### config.mk
export PLATFORM = sky130hd
export DESIGN_NAME = hex_grid_range_search_top
export DESIGN_NICKNAME = d
export VERILOG_FILES = /design/src/rtl/hgrs_pkg.sv /design/src/rtl/hgrs_cell.sv /design/src/rtl/hex_grid_range_search_top.sv
export SDC_FILE = /design/constraint.sdc
export NUM_CORES = 1
export LEC_CHECK = 0
export ABC_CLOCK_PERIOD_IN_PS = 7700
export BUFFER_PORTS_ARGS = -buffer_cell sky130_fd_sc_hd__buf_2
export CAP_MARGIN = 20
export CORE_ASPECT_RATIO = 0.5
export CORE_MARGIN = 2
export CORE_UTILIZATION = 40
export DETAILED_ROUTE_END_ITERATION = 10
export PLACE_DENSITY = 0.58
export SLEW_MARGIN = 5
export SYNTH_ARGS = -nofsm -noshare
export SYNTH_HDL_FRONTEND = slang
export SYNTH_HIERARCHICAL = 1
export SYNTH_SLANG_ARGS = --single-unit
### constraint.sdc
create_clock -name aclk -period 7.7 [get_ports aclk]
set_input_delay 0.77 -clock aclk [delete_from_list [all_inputs] [get_ports aclk]]
set_output_delay 0.77 -clock aclk [all_outputs]
set_load 0.005 [all_outputs]
### src/rtl/hgrs_pkg.sv
// Shared types and constants for the hex grid range search block.
// No dependencies; imported by hgrs_cell, hex_grid_range_search_top and the testbench.
package hgrs_pkg;

    localparam int CENTER_W = 8;
    localparam int RADIUS_W = 3;
    localparam int TILE_W   = 8;

    typedef struct packed {
        logic load;
        logic grow;
        logic shift;
    } cell_ctrl_t;

    typedef enum logic [3:0] {
        ST_IDLE  = 4'b0001,
        ST_GROW  = 4'b0010,
        ST_SCAN  = 4'b0100,
        ST_FLUSH = 4'b1000
    } state_t;

endpackage

### src/rtl/hgrs_cell.sv
// One map column of the hex grid range search: holds the column's reached bits,
// seeds from the center, dilates from its neighbors and shifts left for the scan.
// Depends on hgrs_pkg.
module hgrs_cell
    import hgrs_pkg::*;
#(
    parameter int MAP_WIDTH  = 16,
    parameter int MAP_HEIGHT = 16,
    parameter int COL        = 0,
    parameter int IDX_W      = 8
) (
    input  logic                  aclk,
    input  cell_ctrl_t            ctrl,
    input  logic [CENTER_W-1:0]   center,
    input  logic [MAP_HEIGHT-1:0] left_col,
    input  logic [MAP_HEIGHT-1:0] right_col,
    output logic [MAP_HEIGHT-1:0] col
);

    localparam bit ODD_COL = ((COL % 2) == 1);

    logic [MAP_HEIGHT-1:0] col_reg;
    logic [MAP_HEIGHT-1:0] col_next;
    logic [MAP_HEIGHT-1:0] seed;
    logic [MAP_HEIGHT-1:0] side;
    logic [MAP_HEIGHT-1:0] side_grow;
    logic [MAP_HEIGHT-1:0] own_grow;

    always_comb begin
        for (int y = 0; y < MAP_HEIGHT; y++) begin
            seed[y] = (IDX_W'(y * MAP_WIDTH + COL) == IDX_W'(center));
        end
    end

    assign side     = left_col | right_col;
    assign own_grow = col_reg | {col_reg[MAP_HEIGHT-2:0], 1'b0} | {1'b0, col_reg[MAP_HEIGHT-1:1]};

    generate
        if (ODD_COL) begin : g_odd
            assign side_grow = side | {1'b0, side[MAP_HEIGHT-1:1]};
        end else begin : g_even
            assign side_grow = side | {side[MAP_HEIGHT-2:0], 1'b0};
        end
    endgenerate

    always_comb begin
        col_next = col_reg;
        priority if (ctrl.load) begin
            col_next = seed;
        end else if (ctrl.grow) begin
            col_next = own_grow | side_grow;
        end else if (ctrl.shift) begin
            col_next = right_col;
        end else begin
            col_next = col_reg;
        end
    end

    always_ff @(posedge aclk) begin
        col_reg <= col_next;
    end

    assign col = col_reg;

endmodule

### src/rtl/hex_grid_range_search_top.sv
// Top level of the hex grid range search: request control, column cell chain,
// ordered scan and output register. Depends on hgrs_pkg and hgrs_cell.
//
// Usage:
//   s_ channel: one request per transaction, center tile and radius.
//   m_ channel: one transaction per reached tile other than the center, in
//   ascending column, then row; m_tlast marks the final tile of a request.
//   A radius of 0, or a center outside the map, gives no transactions.
//   A request passes through the accepting idle state, one expansion round per
//   unit of radius (saturated to MAX_RADIUS), a scan start, a scan over all
//   MAP_WIDTH*MAP_HEIGHT tiles and a flush. The scan walks one tile per cycle,
//   unless a stalled receiver holds it, through the leftmost column cell while
//   the chain shifts columns left, which sets the rate. s_tready is high only
//   between requests, low in reset. The first result waits for the second
//   reached tile or the end of the scan, since each tile is first held pending.
//   When the receiver stalls, the scan holds on the next reached tile; the
//   output register keeps its transaction until taken.
//   Reset clears control state and the output register's valid flag.
module hex_grid_range_search_top
    import hgrs_pkg::*;
#(
    parameter int MAP_WIDTH  = 16,
    parameter int MAP_HEIGHT = 16,
    parameter int MAX_RADIUS = 4
) (
    input  logic        aclk,
    input  logic        aresetn,
    input  logic        s_tvalid,
    output logic        s_tready,
    input  logic [15:0] s_tdata,   // [7:0] center_tile, [10:8] radius, [15:11] zero
    output logic        m_tvalid,
    input  logic        m_tready,
    output logic [7:0]  m_tdata,   // [7:0] tile_index
    output logic        m_tlast
);

    localparam int TILES = MAP_WIDTH * MAP_HEIGHT;
    localparam int LIN_W = (TILES > 1) ? $clog2(TILES) : 1;
    localparam int IDX_W = (LIN_W > TILE_W) ? LIN_W : TILE_W;
    localparam int X_W   = $clog2(MAP_WIDTH);
    localparam int Y_W   = $clog2(MAP_HEIGHT);

    logic [CENTER_W-1:0] s_center;
    logic [RADIUS_W-1:0] s_radius;
    logic [RADIUS_W-1:0] s_radius_sat;

    state_t              state_reg, state_next;
    logic [RADIUS_W-1:0] rounds_reg, rounds_next;
    logic [IDX_W-1:0]    center_reg, center_next;
    logic [X_W-1:0]      x_reg, x_next;
    logic [Y_W-1:0]      y_reg, y_next;
    logic [IDX_W-1:0]    lin_reg, lin_next;
    logic                pend_valid_reg, pend_valid_next;
    logic [TILE_W-1:0]   pend_tile_reg, pend_tile_next;
    logic                out_valid_reg, out_valid_next;
    logic [TILE_W-1:0]   out_tile_reg, out_tile_next;
    logic                out_last_reg, out_last_next;

    cell_ctrl_t          ctrl;
    logic [MAP_HEIGHT-1:0] col_w [MAP_WIDTH];

    logic s_accept;
    logic out_free;
    logic hit;
    logic step;
    logic col_end;
    logic scan_end;

    assign s_center     = s_tdata[CENTER_W-1:0];
    assign s_radius     = s_tdata[CENTER_W+RADIUS_W-1:CENTER_W];
    assign s_radius_sat = (s_radius > RADIUS_W'(MAX_RADIUS)) ? RADIUS_W'(MAX_RADIUS) : s_radius;

    assign s_tready = aresetn && (state_reg == ST_IDLE);
    assign s_accept = s_tvalid && s_tready;
    assign out_free = !out_valid_reg || m_tready;

    assign hit      = col_w[0][y_reg] && (lin_reg != center_reg);
    assign step     = !(hit && pend_valid_reg && !out_free);
    assign col_end  = (y_reg == Y_W'(MAP_HEIGHT - 1));
    assign scan_end = col_end && (x_reg == X_W'(MAP_WIDTH - 1));

    always_comb begin
        state_next      = state_reg;
        rounds_next     = rounds_reg;
        center_next     = center_reg;
        x_next          = x_reg;
        y_next          = y_reg;
        lin_next        = lin_reg;
        pend_valid_next = pend_valid_reg;
        pend_tile_next  = pend_tile_reg;
        out_valid_next  = out_valid_reg && !m_tready;
        out_tile_next   = out_tile_reg;
        out_last_next   = out_last_reg;
        ctrl            = '0;

        unique case (state_reg)
            ST_IDLE: begin
                if (s_accept) begin
                    ctrl.load   = 1'b1;
                    center_next = IDX_W'(s_center);
                    rounds_next = s_radius_sat;
                    state_next  = ST_GROW;
                end
            end
            ST_GROW: begin
                if (rounds_reg != '0) begin
                    ctrl.grow   = 1'b1;
                    rounds_next = rounds_reg - 1'b1;
                end else begin
                    x_next          = '0;
                    y_next          = '0;
                    lin_next        = '0;
                    pend_valid_next = 1'b0;
                    state_next      = ST_SCAN;
                end
            end
            ST_SCAN: begin
                if (step) begin
                    if (hit) begin
                        if (pend_valid_reg) begin
                            out_valid_next = 1'b1;
                            out_tile_next  = pend_tile_reg;
                            out_last_next  = 1'b0;
                        end
                        pend_valid_next = 1'b1;
                        pend_tile_next  = lin_reg[TILE_W-1:0];
                    end
                    if (scan_end) begin
                        state_next = ST_FLUSH;
                    end else if (col_end) begin
                        ctrl.shift = 1'b1;
                        y_next     = '0;
                        x_next     = x_reg + 1'b1;
                        lin_next   = IDX_W'(x_reg) + 1'b1;
                    end else begin
                        y_next   = y_reg + 1'b1;
                        lin_next = lin_reg + IDX_W'(MAP_WIDTH);
                    end
                end
            end
            ST_FLUSH: begin
                if (!pend_valid_reg) begin
                    state_next = ST_IDLE;
                end else if (out_free) begin
                    out_valid_next  = 1'b1;
                    out_tile_next   = pend_tile_reg;
                    out_last_next   = 1'b1;
                    pend_valid_next = 1'b0;
                    state_next      = ST_IDLE;
                end
            end
            default: begin
                state_next = ST_IDLE;
            end
        endcase
    end

    always_ff @(posedge aclk) begin
        if (!aresetn) begin
            state_reg      <= ST_IDLE;
            pend_valid_reg <= 1'b0;
            out_valid_reg  <= 1'b0;
        end else begin
            state_reg      <= state_next;
            pend_valid_reg <= pend_valid_next;
            out_valid_reg  <= out_valid_next;
        end
        rounds_reg    <= rounds_next;
        center_reg    <= center_next;
        x_reg         <= x_next;
        y_reg         <= y_next;
        lin_reg       <= lin_next;
        pend_tile_reg <= pend_tile_next;
        out_tile_reg  <= out_tile_next;
        out_last_reg  <= out_last_next;
    end

    generate
        for (genvar c = 0; c < MAP_WIDTH; c++) begin : g_col
            logic [MAP_HEIGHT-1:0] left_col;
            logic [MAP_HEIGHT-1:0] right_col;

            if (c == 0) begin : g_left_edge
                assign left_col = '0;
            end else begin : g_left
                assign left_col = col_w[c-1];
            end

            if (c == MAP_WIDTH - 1) begin : g_right_edge
                assign right_col = '0;
            end else begin : g_right
                assign right_col = col_w[c+1];
            end

            hgrs_cell #(
                .MAP_WIDTH  (MAP_WIDTH),
                .MAP_HEIGHT (MAP_HEIGHT),
                .COL        (c),
                .IDX_W      (IDX_W)
            ) u_cell (
                .aclk      (aclk),
                .ctrl      (ctrl),
                .center    (s_center),
                .left_col  (left_col),
                .right_col (right_col),
                .col       (col_w[c])
            );
        end
    endgenerate

    assign m_tvalid = out_valid_reg;
    assign m_tdata  = out_tile_reg;
    assign m_tlast  = out_last_reg;

endmodule

==> results of run 1 <==
through the flow:
| stage | area, um^2 | instances | util |
|---|---|---|---|
| global route | 20770 | 2478 | 0.4560 |
| global placement | 19560 | 2417 | 0.4293 |
| finish | 20770 | 2478 | 0.4560 |
| CTS | 20770 | 2477 | 0.4558 |
| detailed placement | 19560 | 2417 | 0.4293 |
| floorplan | 18820 | 1820 | - |
cell families (layout without fill, tap and decap cells):
logic type | after synthesis | after routing | share of synthesized area
AOI/OAI and AO/OA | 414 | 414 | 0.1660
adders and majority gates | 5 | 5 | 0.003362
DFF | 306 | 306 | 0.4906
buffers and inverters | 93 | 124 | 0.02239
and+or+nand+nor | 923 | 923 | 0.3034
other | 1 | 58 | 0.0002015
muxes | 7 | 7 | 0.007530
xor gates and xnor gates | 14 | 14 | 0.006589
power groups by stage:
stage | Sequential [W] | Clock [W] | Combinational [W]
after floorplan | 0.00226 | 0 | 0.000520
after global placement | 0.00237 | 0 | 0.000661
after detailed placement | 0.00237 | 0 | 0.000671
after CTS | 0.00234 | 0.00185 | 0.000675
after global routing | 0.00238 | 0.00191 | 0.000761
final | 0.00234 | 0.00181 | 0.000684
metal layers:
| layer | track usage | routed length, um | vias up |
|---|---|---|---|
| li1 | - | - | 7442 |
| met1 | 0.2971 | 24340 | 7872 |
| met2 | 0.3802 | 26070 | 543 |
| met3 | 0.03115 | 2732 | 153 |
| met5 | 0 | 0 | - |
| met4 | 0.09616 | 2286 | 0 |
how the worst max path moves through the flow:
| stage | end | slack (ns) | cells after the start |
|---|---|---|---|
| 2_1_floorplan | g_col[8].u_cell/col[0] | 3.61 | 5 |
| 3_3_place_gp | g_col[9].u_cell/col[1] | 3.72 | 7 |
| 3_5_place_dp | g_col[9].u_cell/col[1] | 3.70 | 7 |
| 4_1_cts | g_col[9].u_cell/col[1] | 3.70 | 7 |
| 5_1_grt | g_col[11].u_cell/col[2] | 3.35 | 7 |
| 6_report | g_col[9].u_cell/col[1] | 3.64 | 7 |
placed cells by master, fill, tap and decap left out, types with 12 or more instances in the layout:
cell type	count
edfxtp_1	300
nor2_1	299
o32ai_1	118
o21ai_0	110
nor4_1	105
or4_1	79
a211o_1	69
conb_1	58
nor4b_1	46
nand2b_1	42
or4b_1	42
nor3_1	40
clkbuf_16	37
nand2_1	36
or3_1	36
nand3_1	30
nand3b_1	27
buf_2	25
inv_1	24
nand4_1	19
o221ai_1	19
o22ai_1	16
nor2b_1	15
nor4_2	15
o21ai_1	13
xnor2_1	12
or4_4	12
nand4b_1	12
a311o_1	12
buf_4	12
final cells by class:
cell class,count,area (um^2)
fill,4240,24780
sequential,306,9129
clock buffer,43,948.4
timing repair buffer,39,255.2
inverter,25,101.3
tap,627,784.5
clock inverter,17,259.0
multi-input combinational,1421,9296
==> summary.txt, run 1 <==
Outcome
  – Status: finished clean

Synth
  – Cell Area, Synth: 18,610 um^2
  – Top-area cell type share of the netlist area: 0.4841
  – Synth Register Bits: 306
  – Post-synth EDFFs: 300
  – Post-synth ARST share: 0
  – Yosys top cell by area: edfxtp_1
  – Synth top area cells: edfxtp_1, nor2_1, o32ai_1, nor4_1, a211o_1
  – Top cells by count, synth: edfxtp_1, nor2_1, o32ai_1, o21ai_0, nor4_1
  – Synth unique cells: 73
  – Post-Syn Instances: 1,763
  – Dominant synthesized flop cell: edfxtp_1
  – Sequential area share after synthesis: 0.4906
  – Ys Warns: 6
  – Syn_area_per_cell: 10.56 um^2

Setup path
  – Kind of critical path: flop to flop
  – Reg2reg path depth: 7
  – Worst path slowest cell: or4b_2
  – Crit. End Element: flop
  – Worst path required time: 7.96 ns
  – CP startpoint: state_reg[1]
  – CP Launch Type: flop
  – Crit-path cells: or4b_2, nand2b_1, inv_8, buf_4, or4b_1, nor3_1, o32ai_1
  – CP max FO: 158
  – CP delay by family, top: simple AND/OR/NAND/NOR gates
  – WP data arrival: 4.32 ns
  – Worst R2R End: g_col[9].u_cell/col[1]
  – Worst R2R Start: state_reg[1]
  – FF-to-FF setup slack: 3.64 ns
  – CP max stage delay: 0.74 ns
  – Crit path buf inv count: 2

Clock tree
  – Longest Clk Path Bufs: 3
  – Clk Latency, worst-skew pair: 0.53 ns
  – Hold buffer count at cts: 0
  – Sink Count: 306
  – Register clock-pin slew on the reported worst setup and hold paths: 0.06 ns
  – CTS tree: yes
  – Resized Gates After CTS: 0
  – # Post-CTS Setup Buffers: 0
  – Total CTS buffers: 34
  – H-tree depth: 2
  – Clock Tree Root: clkbuf_16

Global route
  – Vias in the first global route: 15.49k
  – GRT overflow: 0
  – First-pass GRT wire length: 86.87 mm
  – GRT Total Usage: 0.2273
  – Largest net degree at the start of global routing: 183
  – Initial antenna violation count: 0

Pwr
  – Power per Cell Area: 233.0 nW/um^2
  – Logic pwr share: 0.141
  – Sequential share of power: 0.484
  – Pwr Total: 0.004840 W
  – Switching Share: 0.2824
  – Sw power: 0.001367 W
  – Internal power: 0.003473 W
  – Clock power frac: 0.375
  – Leakage Power: 6.187 nW
  – Maximum vdd drop: 0.0001368 V

Placement
  – Port bufs: 25
  – Dpl ws: 3.696 ns
  – DP HPWL: 36.45 mm
  – Final GP Congestion: 0.8062

Route
  – Post-route DRC: 0
  – DR iter-0 viols: 1,406
  – Routed Antenna Nets: 0
  – Via count: 16.01k
  – Drt first pass iters: 5
  – Final WL: 55.43 mm
  – Vias/cell: 6.461
  – WL/cell: 22.37 um

Timing
  – Worst rel slew slack: 0.3565
  – Setup TNS Final: 0 ns
  – Worst-margin pin slew: 0.9528 ns
  – Final hold violations: 0
  – Final Critical Period: 4.059 ns
  – Final worst-path cycle share: 0.5272
  – Hold Slack: 0.4187 ns
  – Max Clk Rate: 246.3 MHz
  – RSZ-0062 raised after global routing: false
  – Final setup vio count: 0
  – Post-route worst setup slack: 3.641 ns
  – Clock Skews: 0.01099 ns
  – Fin. max-slew vios: 0

Layout
  – Share of layout cells above drive strength 1: 0.08374
  – Ant diodes: 0
  – Layout area overhead: 11.63%
  – Max reg flops: 256
  – Final #Nets: 1,852

Hold path
  – HP Start: pend_tile_reg[1]
  – WHS Endpoint: m_tdata[1]
  – Hold path depth: 0
  – Hold Crit Class: flop to flop

Floorplanning
  – Core Area: 45,560 um^2
  – Die Y: 156.5 um
  – Die width: 309.0 um
  – Cell Rows: 55
  – Full die area: 48,370 um^2
  – Io pins: 31
  – Initial core utilization: 0.4085

Job
  – Max cap viols: 0
(Power assumes the default switching activity.)
==> run 2: changes to the inputs <==
ABC_CLOCK_PERIOD_IN_PS = 3960   (was 7700)
clock period = 3.96 ns   (was 7.7 ns; I/O delays follow)
==> summary.txt, run 2 (synthesis gave the netlist of run 1 again) <==
Hold path
  – WHS Endpoint: state_reg[1]
  – HP Start: aresetn
  – Hold Crit Class: primary input to flop
  – Hold path depth: 3 (+3)

Timing
  – Clock Skews: 0.01084 ns (-0.0001478 ns)
  – Final worst-path cycle share: 0.8051 (+0.2779)
  – Fin. max-slew vios: 0 (unchanged)
  – Worst rel slew slack: 0.3642 (+0.007677)
  – Worst-margin pin slew: 0.9405 ns (-0.01230 ns)
  – Max Clk Rate: 313.7 MHz (+27%)
  – Final setup vio count: 0 (unchanged)
  – Setup TNS Final: 0 ns (unchanged)
  – Post-route worst setup slack: 0.7720 ns (-2.869 ns)
  – Final Critical Period: 3.188 ns (-0.8714 ns)
  – RSZ-0062 raised after global routing: false
  – Final hold violations: 0 (unchanged)

Route
  – DR iter-0 viols: 1,838 (+31%)
  – WL/cell: 21.92 um (-2.0%)
  – Via count: 16.06k (+0.33%)
  – Final WL: 55.16 mm (-0.49%)
  – Drt first pass iters: 5 (unchanged)
  – Post-route DRC: 0 (unchanged)
  – Routed Antenna Nets: 0 (unchanged)
  – Vias/cell: 6.384 (-1.2%)

Setup path
  – Worst R2R Start: state_reg[1]
  – CP max FO: 71 (-55%)
  – Reg2reg path depth: 7 (unchanged)
  – FF-to-FF setup slack: 0.77 ns (-2.87 ns)
  – Crit. End Element: flop
  – Worst path required time: 4.27 ns (-3.69 ns)
  – CP Launch Type: flop
  – Worst R2R End: g_col[14].u_cell/col[9]
  – WP data arrival: 3.50 ns (-0.82 ns)
  – Kind of critical path: flop to flop

Layout
  – Ant diodes: 0 (unchanged)
  – Post-Layout Cell Count: 2,516 (+1.5%)
  – Most frequent cells in the layout: edfxtp_1, nor2_1, o32ai_1, o21ai_0, nor4_1
  – Design area: 20,970 um^2 (+0.94%)
  – Layout area overhead: 12.68%
  – Commonest non-fill, non-tap cell in the layout: edfxtp_1
  – Final #Nets: 1,890 (+2.1%)
  – Share of layout cells above drive strength 1: 0.1038 (+0.02002)
  – Max reg flops: 256 (unchanged)

Clock tree
  – Longest Clk Path Bufs: 3 (unchanged)
  – Total CTS buffers: 31 (-8.8%)
  – Resized Gates After CTS: 0 (unchanged)
  – # Post-CTS Setup Buffers: 0 (unchanged)
  – Hold buffer count at cts: 0 (unchanged)
  – Clk Latency, worst-skew pair: 0.58 ns (+0.05 ns)
  – H-tree depth: 1 (-1)
  – CTS tree: yes
  – Clock Tree Root: clkbuf_16
  – Sink Count: 306 (unchanged)
  – Register clock-pin slew on the reported worst setup and hold paths: 0.06 ns (about the same)

Pwr
  – Sequential share of power: 0.510 (+0.026)
  – Maximum vdd drop: 0.0002684 V (+96%)
  – Pwr Total: 0.008902 W (+84%)
  – Sw power: 0.002621 W (+92%)
  – Switching Share: 0.2944 (+0.01198)
  – Logic pwr share: 0.158 (+0.017)
  – Leakage Power: 6.338 nW (+2.4%)
  – Power per Cell Area: 424.6 nW/um^2 (+82%)
  – Clock power frac: 0.332 (-0.043)
  – Internal power: 0.006282 W (+81%)

Global route
  – GRT overflow: 0 (unchanged)
  – Largest net degree at the start of global routing: 81 (-56%)
  – Vias in the first global route: 15.39k (-0.65%)
  – First-pass GRT wire length: 86.17 mm (-0.81%)
  – Initial antenna violation count: 3 (+3)
  – GRT Total Usage: 0.2253 (-0.001957)

Placement
  – Port bufs: 25 (unchanged)
  – DP HPWL: 37.62 mm (+3.2%)
  – Final GP Congestion: 0.8236 (+2.2%)
  – Placed cell count: 2,459 (+1.7%)
  – Dpl ws: 0.8205 ns (-2.875 ns)
  – Post-placement cell area: 19,990 um^2 (+2.2%)

Floorplanning
  – Cell Rows: 55 (unchanged)
  – Core Area: 45,560 um^2 (unchanged)
  – Die Y: 156.5 um (unchanged)
  – Full die area: 48,370 um^2 (unchanged)
  – Die width: 309.0 um (unchanged)
  – Io pins: 31 (unchanged)
  – Initial core utilization: 0.4085 (unchanged)

Outcome
  – Status: finished clean

Job
  – Max cap viols: 0 (unchanged)
[run 2: power groups by stage]
stage               Combinational, W  Sequential (W)  Clock (W)
floorplan                    0.00101         0.00440          0
global placement             0.00137         0.00460          0
detailed placement           0.00139         0.00460          0
CTS                          0.00140         0.00453    0.00301
global route                 0.00156         0.00460    0.00314
finish                       0.00141         0.00454    0.00296
[run 2: worst max-delay path by stage]
stage,from,depth (start not counted),endpoint
6_report,state_reg[1],7,g_col[14].u_cell/col[9]
5_1_grt,state_reg[1],8,g_col[0].u_cell/col[6]
4_1_cts,state_reg[1],7,g_col[11].u_cell/col[7]
3_5_place_dp,state_reg[1],8,g_col[14].u_cell/col[2]
3_3_place_gp,state_reg[1],7,g_col[11].u_cell/col[7]
2_1_floorplan,state_reg[3],7,g_col[4].u_cell/col[0]
[run 2: critical path, cell delays in order (launching register included)]
cell,delay [ns]
dfxtp_1,0.43
or4b_2,0.73
nand2b_1,0.33
inv_8,0.28
buf_12,0.31
or4b_1,0.50
nor3_1,0.17
o32ai_1,0.11
[run 2: layer usage]
layer,GRT usage,wire length (um),vias to the layer above,part of all wire
met4,0.09871,2524,0,0.046
met3,0.02248,2719,154,0.049
met5,0,0,-,0
met1,0.3041,24470,7821,0.44
met2,0.3702,25450,581,0.46
li1,-,-,7507,-
[run 2: cell type report]
| type | instances | area (um^2) |
|---|---|---|
| Multi-Input combinational cell | 1421 | 9296 |
| Sequential cell | 306 | 9129 |
| Tap cell | 627 | 784.5 |
| Timing Repair Buffer | 80 | 675.6 |
| Clock buffer | 39 | 835.8 |
| Clock inverter | 18 | 146.4 |
| Fill cell | 4248 | 24590 |
| Inverter | 25 | 101.3 |
[run 2: stage by stage]
step | utilization | hold WS (ns)
3_5_place_dp | 0.4387 | 0.4045
2_1_floorplan | - | 0.4003
6_report | 0.4603 | 0.09384
3_3_place_gp | 0.4387 | 0.4013
5_1_grt | 0.4603 | 0.09766
4_1_cts | 0.4603 | 0.07204
==> run 3: changes to the inputs <==
ABC_AREA = 1   (was default)
ABC_CLOCK_PERIOD_IN_PS = 3100   (was 3960)
clock period = 3.1 ns   (was 3.96 ns; I/O delays follow)
==> summary.txt, run 3 <==
Route
  – Via count: 20.64k (+29%)
  – Final WL: 67.67 mm (+23%)
  – Vias/cell: 5.225 (-18%)
  – WL/cell: 17.13 um (-22%)
  – Post-route DRC: 0 (unchanged)
  – DR iter-0 viols: 1,917 (+4.3%)
  – Routed Antenna Nets: 0 (unchanged)
  – Drt first pass iters: 6 (+1)

Clock tree
  – # Post-CTS Setup Buffers: 0 (unchanged)
  – Clk Latency, worst-skew pair: 0.55 ns (-0.03 ns)
  – Longest Clk Path Bufs: 3 (unchanged)
  – H-tree depth: 2 (+1)
  – Total CTS buffers: 34 (+9.7%)
  – CTS tree: yes
  – Hold buffer count at cts: 0 (unchanged)
  – Sink Count: 306 (unchanged)
  – Clock Tree Root: clkbuf_16
  – Resized Gates After CTS: 0 (unchanged)
  – Register clock-pin slew on the reported worst setup and hold paths: 0.06 ns (about the same)

Setup path
  – Crit-path cells: inv_8, nand2_2, nand2_1, a21oi_1, nand3_2, nand3_2, o21ai_0, nor2_1, buf_4, nor2_1, nand2_1, buf_4
  – Crit path buf inv count: 3 (+1)
  – Reg2reg path depth: 12 (+5)
  – Kind of critical path: flop to flop
  – CP delay by family, top: simple AND/OR/NAND/NOR gates
  – Crit. path cell count: 12 (+5)
  – Crit. End Element: flop
  – CP Launch Type: flop
  – Worst path slowest cell: edfxtp_1
  – WP data arrival: 2.88 ns (-0.62 ns)
  – CP max FO: 16 (-77%)
  – CP max stage delay: 0.66 ns (-0.07 ns)
  – Worst path required time: 3.33 ns (-0.94 ns)

Timing
  – Final hold violations: 0 (unchanged)
  – Clock Skews: 0.02919 ns (+0.01835 ns)
  – Max Clk Rate: 377.8 MHz (+20%)
  – Final setup vio count: 0 (unchanged)
  – Worst-margin pin slew: 0.8074 ns (-0.1331 ns)
  – Fin. max-slew vios: 0 (unchanged)
  – Final worst-path cycle share: 0.8538 (+0.04874)
  – RSZ-0062 raised after global routing: false
  – Setup TNS Final: 0 ns (unchanged)
  – Worst rel slew slack: 0.4617 (+0.09754)
  – Final Critical Period: 2.647 ns (-0.5413 ns)

Global route
  – Initial antenna violation count: 0 (-3)
  – First-pass GRT wire length: 107.2 mm (+24%)
  – GRT Total Usage: 0.2388 (+0.01350)
  – Largest net degree at the start of global routing: 55 (-32%)
  – Vias in the first global route: 19.55k (+27%)
  – GRT overflow: 0 (unchanged)

Synth
  – Syn_area_per_cell: 7.071 um^2 (-33%)
  – Top cells by count, synth: nor2_1, nand2_1, inv_1, edfxtp_1, nand3_1
  – Cell Area, Synth: 22,020 um^2 (+18%)
  – Ys Warns: 6 (unchanged)
  – Top-area cell type share of the netlist area: 0.4091 (-0.07498)
  – Post-synth ARST share: 0 (unchanged)
  – Dominant synthesized flop cell: edfxtp_1
  – Yosys top cell by area: edfxtp_1
  – Post-synth EDFFs: 300 (unchanged)
  – Synth top area cells: edfxtp_1, nor2_1, nand2_1, inv_1, nand3_1
  – Most frequent cell after synthesis: nor2_1
  – Synth unique cells: 47 (-36%)
  – Post-Syn Instances: 3,114 (+77%)
  – Synth Register Bits: 306 (unchanged)
  – Sequential area share after synthesis: 0.4146 (-0.07598)

Layout
  – Fillers: 5,439 (+28%)
  – Most frequent cells in the layout: nor2_1, nand2_1, inv_1, edfxtp_1, nand3_1
  – Share of layout cells above drive strength 1: 0.09203 (-0.01173)
  – Final #Nets: 3,238 (+71%)
  – Design area: 24,290 um^2 (+16%)
  – Post-Layout Cell Count: 3,951 (+57%)
  – Ant diodes: 0 (unchanged)
  – Commonest non-fill, non-tap cell in the layout: nor2_1
  – Layout area overhead: 10.30%
  – Max reg flops: 256 (unchanged)

Pwr
  – Leakage Power: 10.19 nW (+61%)
  – Maximum vdd drop: 0.0003464 V (+29%)
  – Pwr Total: 0.01487 W (+67%)
  – Power per Cell Area: 612.1 nW/um^2 (+44%)

Floorplanning
  – Cell Rows: 60 (+9.1%)
  – Initial core utilization: 0.4074 (-0.001102)
  – Die Y: 169.9 um (+8.6%)
  – Die width: 335.8 um (+8.7%)
  – Full die area: 57,060 um^2 (+18%)
  – Io pins: 31 (unchanged)
  – Core Area: 54,050 um^2 (+19%)

Outcome
  – Status: finished clean

Job
  – Max cap viols: 0 (unchanged)

Placement
  – Final GP Congestion: 0.9050 (+9.9%)
  – Port bufs: 25 (unchanged)
  – Placed cell count: 3,890 (+58%)
  – Post-placement cell area: 23,220 um^2 (+16%)
  – DP HPWL: 50.49 mm (+34%)

Hold path
  – Hold Crit Class: primary input to flop
  – Hold path depth: 3 (unchanged)
## run 3: cell count changes in the layout (fill, tap and decap cells not counted), moves of 89 or more
cell / change
o32ai_1: -118
nor2_1: +425
nand2_1: +679
nand3_1: +242
inv_1: +356
nor4_1: -105
o21ai_1: +89
## run 3: logic make-up after synthesis
logic type               synth area share
flip-flops                         0.4146
adder cells (fa/ha/maj)          0.002841
buffers and inverters              0.1015
AO/OA/AOI/OAI                     0.08199
other                           0.0001703
XOR/XNOR                         0.003580
AND/OR/NAND/NOR                    0.3953
## run 3: final cells by class
class / count / area, um^2 / area share
clock buffers: 38 / 865.8 / 0.03565
clock inverters: 23 / 200.2 / 0.008242
inverters: 428 / 1667 / 0.06862
multi-input cells: 2360 / 10830 / 0.4460
flip-flops and latches: 306 / 9129 / 0.3759
well taps: 713 / 892.1 / 0.03673
repair buffers: 83 / 703.2 / 0.02895
## run 3: metal layers
| metal | track usage | vias to the layer above | share of wire |
|---|---|---|---|
| met2 | 0.3867 | 657 | 0.45 |
| met5 | 0 | - | 0 |
| met4 | 0.08091 | 0 | 0.030 |
| met3 | 0.03225 | 116 | 0.060 |
| li1 | - | 10308 | - |
| met1 | 0.3295 | 9561 | 0.46 |
## run 3: path summary, 6_finish.rpt
kind / slack, ns / startpoint / endpoint
setup / recovery: 0.45 / y_reg[0] / g_col[10].u_cell/col[14]
setup reg to reg: 0.45 / y_reg[0] / g_col[10].u_cell/col[14]
hold / removal: 0.04 / aresetn / pend_valid_reg
hold reg to reg: 0.42 / pend_tile_reg[5] / m_tdata[5]
## run 3: power by group
group | total (W) | internal [W] | switching, W
Clock | 0.00407 | 0.00227 | 0.00180
Sequential | 0.00681 | 0.00577 | 0.00104
Combinational | 0.00398 | 0.00131 | 0.00267
## run 3: through the flow
step           hold slack (ns)  utilization  setup slack, ns
6_report               0.03672       0.4494           0.4532
5_1_grt                0.02911       0.4494           0.2046
4_1_cts                0.01346       0.4494           0.4599
3_5_place_dp            0.4063       0.4296           0.4973
3_3_place_gp            0.4034       0.4296           0.5255
2_1_floorplan           0.4003            -           0.4086
## run 3: worst min-delay path, delay by kind of cell
kind / cells / cell delay (ns)
buf+inv: 1 / 0.12
simple gates: 2 / 0.11
